$ cat config.mk
export PLATFORM = sky130hd
export DESIGN_NAME = hpq_cell
export DESIGN_NICKNAME = d
export VERILOG_FILES = /design/src/rtl/hpq_pkg.sv /design/src/rtl/hpq_cell.sv
export SDC_FILE = /design/constraint.sdc
export NUM_CORES = 2
export LEC_CHECK = 0
export BUFFER_PORTS_ARGS = -buffer_cell sky130_fd_sc_hd__buf_2
export CORE_UTILIZATION = 63
export CTS_BUF_LIST = sky130_fd_sc_hd__clkbuf_16
export DETAILED_ROUTE_END_ITERATION = 10
export GPL_ROUTABILITY_DRIVEN = 0
export PLACE_DENSITY_LB_ADDON = 0.15
export SETUP_SLACK_MARGIN = 0.4
export SLEW_MARGIN = 10
export SYNTH_ARGS = -nofsm -noshare
export SYNTH_HDL_FRONTEND = slang
export SYNTH_SLANG_ARGS = --single-unit
export TNS_END_PERCENT = 30
$ cat constraint.sdc
create_clock -name clk -period 4.2 [get_ports clk]
set_clock_uncertainty 0.15 [all_clocks]
set_input_delay 0.84 -clock clk [delete_from_list [all_inputs] [get_ports clk]]
set_output_delay 0.84 -clock clk [all_outputs]
set_load 0.01 [all_outputs]
$ cat src/rtl/hpq_pkg.sv
// Shared types, constants and helper functions for the binary heap priority queue.
// Used by hpq_cell and binary_heap_priority_queue; depends on nothing else.

package hpq_pkg;

	// Key and entry count widths.
	localparam int KEY_W    = 32;
	localparam int CNT_W    = 7;
	localparam int CAPACITY = 127;

	// Level numbering: level 0 is the root, level k holds 2**k slots.
	localparam int LVL_W     = 3;
	localparam int NUM_CELLS = 6;
	// Each cell stores its level as rows of sibling pairs.
	localparam int ROWS  = 32;
	localparam int ROW_W = 5;

	typedef enum logic [0:0] {
		CMD_INSERT = 1'b0,
		CMD_REMOVE = 1'b1
	} hpq_cmd_t;

	typedef enum logic [1:0] {
		STAT_OK    = 2'd0,
		STAT_EMPTY = 2'd1,
		STAT_FULL  = 2'd2
	} hpq_status_t;

	typedef enum logic [2:0] {
		ST_IDLE,
		ST_FETCH,
		ST_UP,
		ST_DOWN,
		ST_RESULT
	} hpq_state_t;

	// Access request from the sequencer to one level cell.
	typedef struct packed {
		logic             rd_en;
		logic [ROW_W-1:0] rd_row;
		logic             wr_lo;
		logic             wr_hi;
		logic [ROW_W-1:0] wr_row;
		logic [KEY_W-1:0] wr_key;
	} hpq_cell_req_t;

	// What a cell returns from its registered pair.
	typedef struct packed {
		logic [KEY_W-1:0] sel_key;
		logic [KEY_W-1:0] best_key;
		logic             best_side;
	} hpq_cell_rsp_t;

	// True when key a belongs above key b under the chosen order.
	function automatic logic above(input logic [KEY_W-1:0] a, input logic [KEY_W-1:0] b,
			input logic order);
		if (order)
			return $signed(a) < $signed(b);
		else
			return $signed(a) > $signed(b);
	endfunction

	// Level of a slot index: position of its leading one.
	function automatic logic [LVL_W-1:0] lvl_of(input logic [CNT_W-1:0] idx);
		logic [LVL_W-1:0] l;
		l = '0;
		for (int i = 0; i < CNT_W; i++) begin
			if (idx[i])
				l = LVL_W'(i);
		end
		return l;
	endfunction

	// Position of a slot within its level: the index with its leading one cleared.
	function automatic logic [CNT_W-2:0] slot_pos(input logic [CNT_W-1:0] idx,
			input logic [LVL_W-1:0] lvl);
		logic [CNT_W-1:0] p;
		p = idx & ~(CNT_W'(1) << lvl);
		return p[CNT_W-2:0];
	endfunction

	// Row of the sibling pair that holds a slot, within its level cell.
	function automatic logic [ROW_W-1:0] row_of(input logic [CNT_W-1:0] idx,
			input logic [LVL_W-1:0] lvl);
		logic [CNT_W-2:0] p;
		p = slot_pos(idx, lvl);
		return p[ROW_W:1];
	endfunction

	// Row that holds the two children of a slot, in the cell one level down.
	function automatic logic [ROW_W-1:0] child_row_of(input logic [CNT_W-1:0] idx,
			input logic [LVL_W-1:0] lvl);
		logic [CNT_W-2:0] p;
		p = slot_pos(idx, lvl);
		return p[ROW_W-1:0];
	endfunction

endpackage

$ cat src/rtl/hpq_cell.sv
// One level of the heap: a memory of sibling pairs with a registered read port.
// Depends on hpq_pkg for the request and response types and the key order.

module hpq_cell
	import hpq_pkg::*;
(
	input  logic          clk,
	input  hpq_cell_req_t req,
	input  logic          side,
	input  logic          right_ok,
	input  logic          order,
	output hpq_cell_rsp_t rsp
);

	logic [KEY_W-1:0] mem_lo [ROWS];
	logic [KEY_W-1:0] mem_hi [ROWS];
	logic [KEY_W-1:0] rd_lo_q;
	logic [KEY_W-1:0] rd_hi_q;
	logic             pick_hi;

	// Writes go to one side of a pair.
	always_ff @(posedge clk) begin
		if (req.wr_lo)
			mem_lo[req.wr_row] <= req.wr_key;
		if (req.wr_hi)
			mem_hi[req.wr_row] <= req.wr_key;
	end

	// The whole pair is read at once and held until the next read.
	always_ff @(posedge clk) begin
		if (req.rd_en) begin
			rd_lo_q <= mem_lo[req.rd_row];
			rd_hi_q <= mem_hi[req.rd_row];
		end
	end

	// The right child wins only when it exists and is strictly better; ties go left.
	assign pick_hi = right_ok && above(rd_hi_q, rd_lo_q, order);

	always_comb begin
		rsp.sel_key   = side ? rd_hi_q : rd_lo_q;
		rsp.best_side = pick_hi;
		rsp.best_key  = pick_hi ? rd_hi_q : rd_lo_q;
	end

endmodule

==> impl_results.md <==
- Top cell by count, worst path: buf_6
- Detailed Route Iter0 Violations: 6,087
- Number of global-route vias before repair: 40,040
- FMAX: 0.2047 GHz
- Crit path DAT: 3900 ps
- RSZ-0062 raised after global routing: yes
- Clock Tree Buf Depth: 3
- Sequential element share of the synthesized area: 0.7729
- R2R cell count: 3
- Slew Viols, Final: 0
- Worst-path clk slew: 70 ps
- Nets: 3,789
- Grt ovf: 0
- Post-synth top cells: edfxtp_1, mux4_2, clkbuf_1
- Port bufs: 113
- Die height: 362.9 um
- Die footprint: 0.1317 mm^2
- CTS tree: yes
- H-Tree Depth: 4
- Number of synthesized flops with an enable pin: 2,112
- Slowest stage cell, crit path: edfxtp_1
- TritonRoute pass-1 iters: 11
- Hold Crit Start: req[43]
- Fin. Hold Viols: 0
- Reg2reg setup slack: 1900 ps
- Final setup fails: 33
- Startpoint class of the critical path: flip-flop
- Worst setup EP type: output port
- Ys flop type: edfxtp_1
- Worst setup margin: -685.7 ps
- Critical register-to-register path endpoint: rd_hi_q[20]$_DFFE_PP_
- # clock sinks: 2,112
- PwrDens: 472.3 mW/mm^2
- Synth Instances: 3,397
- R2R Path Start: mem_hi[27][20]$_DFFE_PP_
- First-pass GRT wire length: 290,900 um
- Setup TNS: -19,900 ps
- Outcome: complete, but fails checks
- DRC Markers: 2
- Worst hold margin: 496.5 ps
- Initial antenna violation count: 22
- Crit-path leading delay family: buffers and inverters
- Number of nets still failing antenna checks after routing: 0
- Hold bufs inserted after CTS: 0
- Critical path endpoint: rsp[7]
- # IOs: 114
- Crit path from: rd_lo_q[15]$_DFFE_PP_
- Buf/Inv on CP: 8
- DR WL/cell: 36.49 um
- Min cycle time layout: 4886 ps
- Final wirelength: 205,200 um
- DP HPWL: 107,100 um
- Tightest Pin Transition: 1284 ps
- YS warnings: 0
- Crit-path cells: inv_2 -> ha_4 -> nand4_1 -> buf_6 -> buf_6 -> nor2_4 -> a211oi_4 -> buf_6 -> a31oi_4 -> o31ai_4 -> buf_6 -> buf_12 -> buf_12 -> mux2i_1 -> a221oi_2 -> buf_2
- GRT Overall Usage: 0.3191
- Worst Path Required: 3210 ps
- Failing checks: design-rule violations, negative setup slack
- Worst-Skew Late Latency: 820 ps
- Synth Cell Area: 0.08206 mm^2
- Initial Utilization: 0.6345
- Crit-path max cell delay: 420 ps
- Slew headroom: 0.1439
- Mapped Nets: 3,478
- Vias per cell: 7.013
- Worst Path Max Fanout: 6
- Fill cell count: 7,064
- CTS Buf Count: 199
- Critical Path Stages: 16
- Fraction of registers with async set/reset: 0
- CTS Root Cell: clkbuf_16
- Area contributors post-synth: edfxtp_1, mux4_2, mux2_2
- Syn Area/Cell: 24.16 um^2
- Max Cap Viol: 0
- Largest area contributor in the netlist: edfxtp_1
- HP Class: in -> reg
- Yosys top cell area share: 0.7729
- Via Count: 39,430
- Worst VDD drop: 417.4 uV
- Setup CP Type: reg -> out
- Crit share post-route: 1.163
- Layout Area Growth over Synthesis: 13.65%
- Pre-CTS setup slack: -234.7 ps
- Row Count: 132
- Pin count of the biggest net entering global routing: 65
- Fraction of layout cells with a size suffix above 1: 0.3611
- P_leak: 29.41 nW
- Core footprint: 0.1293 mm^2
- Yosys cell types: 33
- Post-synthesis register bit count: 2,112
- Count leader, synth: edfxtp_1
- Die Width: 362.9 um
## metal layers
layer / global-route usage / routed length [um] / vias to the layer above
li1: - / - / 15290
met1: 0.4537 / 75270 / 21120
met2: 0.5072 / 100600 / 2565
met3: 0.06836 / 22920 / 450
met4: 0.09837 / 6361 / 10
met5: 0 / 64 / -
## cell type report
class / instances / area, um^2 / area share
multi-input cells: 1066 / 18380 / 0.1971
clock inverters: 163 / 1201 / 0.01288
clock buffers: 201 / 5030 / 0.05393
inverters: 36 / 135.1 / 0.001449
diodes: 10 / 25.02 / 0.0002683
well taps: 1742 / 2180 / 0.02337
flip-flops and latches: 2112 / 63420 / 0.6800
repair buffers: 293 / 2890 / 0.03099
## cell usage in the layout, fill, tap and decap left out, types with 4 or more instances in the layout
cell type,synthesis,layout
buf_4,17,105
nor3_1,34,31
ha_1,32,29
mux2i_1,32,20
clkinv_2,0,35
nand2b_1,31,31
edfxtp_1,2112,2112
inv_16,0,5
buf_6,10,10
a221oi_2,30,27
inv_1,36,71
clkinvlp_4,0,6
a21oi_1,9,9
nand3_1,8,8
mux4_2,640,640
bufinv_16,0,14
clkinv_1,0,55
buf_2,39,106
mux2_2,66,65
buf_12,0,64
nand4_1,8,8
o21ai_0,34,31
nand3b_1,8,8
nor2_4,0,65
mux2i_2,0,10
a221oi_4,0,4
nand2_1,43,43
nor2_1,73,7
clkbuf_16,0,203
inv_6,0,6
inv_2,0,4
diode_2,0,10
## flip-flops by register name, indices dropped and copies added, names as in the netlist
register  count
mem_hi     1024
rd_lo_q      32
mem_lo     1024
rd_hi_q      32
## what timing repair did
item                       CTS  global route
setup endpoints to repair   33            33
cloned                       3             2
resized for setup           46            19
pin swaps                    9            13
buffers inserted            15             4
## worst register-to-register path: stages, from the launching register on
cell and delay, ps:
edfxtp_1 390, mux4_2 500, mux4_2 530, mux2_2 420
## through the flow
| stage | std cells | area [um^2] | utilization | power (mW) |
|---|---|---|---|---|
| 2_1_floorplan | 3397 | 82060 | - | 25.72 |
| 3_5_place_dp | 5225 | 86400 | 0.6681 | 26.97 |
| 3_3_place_gp | 5225 | 86400 | 0.6681 | 26.86 |
| 4_1_cts | 5607 | 93060 | 0.7196 | 44.07 |
| 6_report | 5623 | 93260 | 0.7212 | 44.04 |
| 5_1_grt | 5615 | 93240 | 0.7210 | 45.14 |
## how the worst min path moves through the flow
stage,end,slack [ps],depth (start not counted)
after detailed placement,rd_lo_q[14]$_DFFE_PP_,820,3
after CTS,rd_hi_q[11]$_DFFE_PP_,450,2
after floorplan,mem_hi[0][0]$_DFFE_PP_,790,0
final,rd_hi_q[11]$_DFFE_PP_,500,2
after global placement,rd_lo_q[13]$_DFFE_PP_,820,3
after global routing,rd_hi_q[11]$_DFFE_PP_,460,2
## logic make-up (layout without fill, tap and decap cells)
group                      Yosys count  in the layout  synth area share
DFF                               2112           2112            0.7729
muxes                              738            738            0.1886
buffers and inverters              219            693           0.01231
and+or+nand+nor                    208            208           0.01180
AOI/OAI and AO/OA                   88             88          0.009515
adders and majority gates           32             32          0.004879
other                                0             10                 0
## power breakdown
part | leakage, nW | total, mW | internal [mW] | switching [mW]
sequential | 19.1 | 23.7 | 23.5 | 0.118
clock | 3.21 | 17.2 | 9.55 | 7.65
combinational | 7.13 | 3.18 | 1.37 | 1.81
total | 29.4 | 44.0 | 34.5 | 9.58
Power figures use the tool's default switching activity.
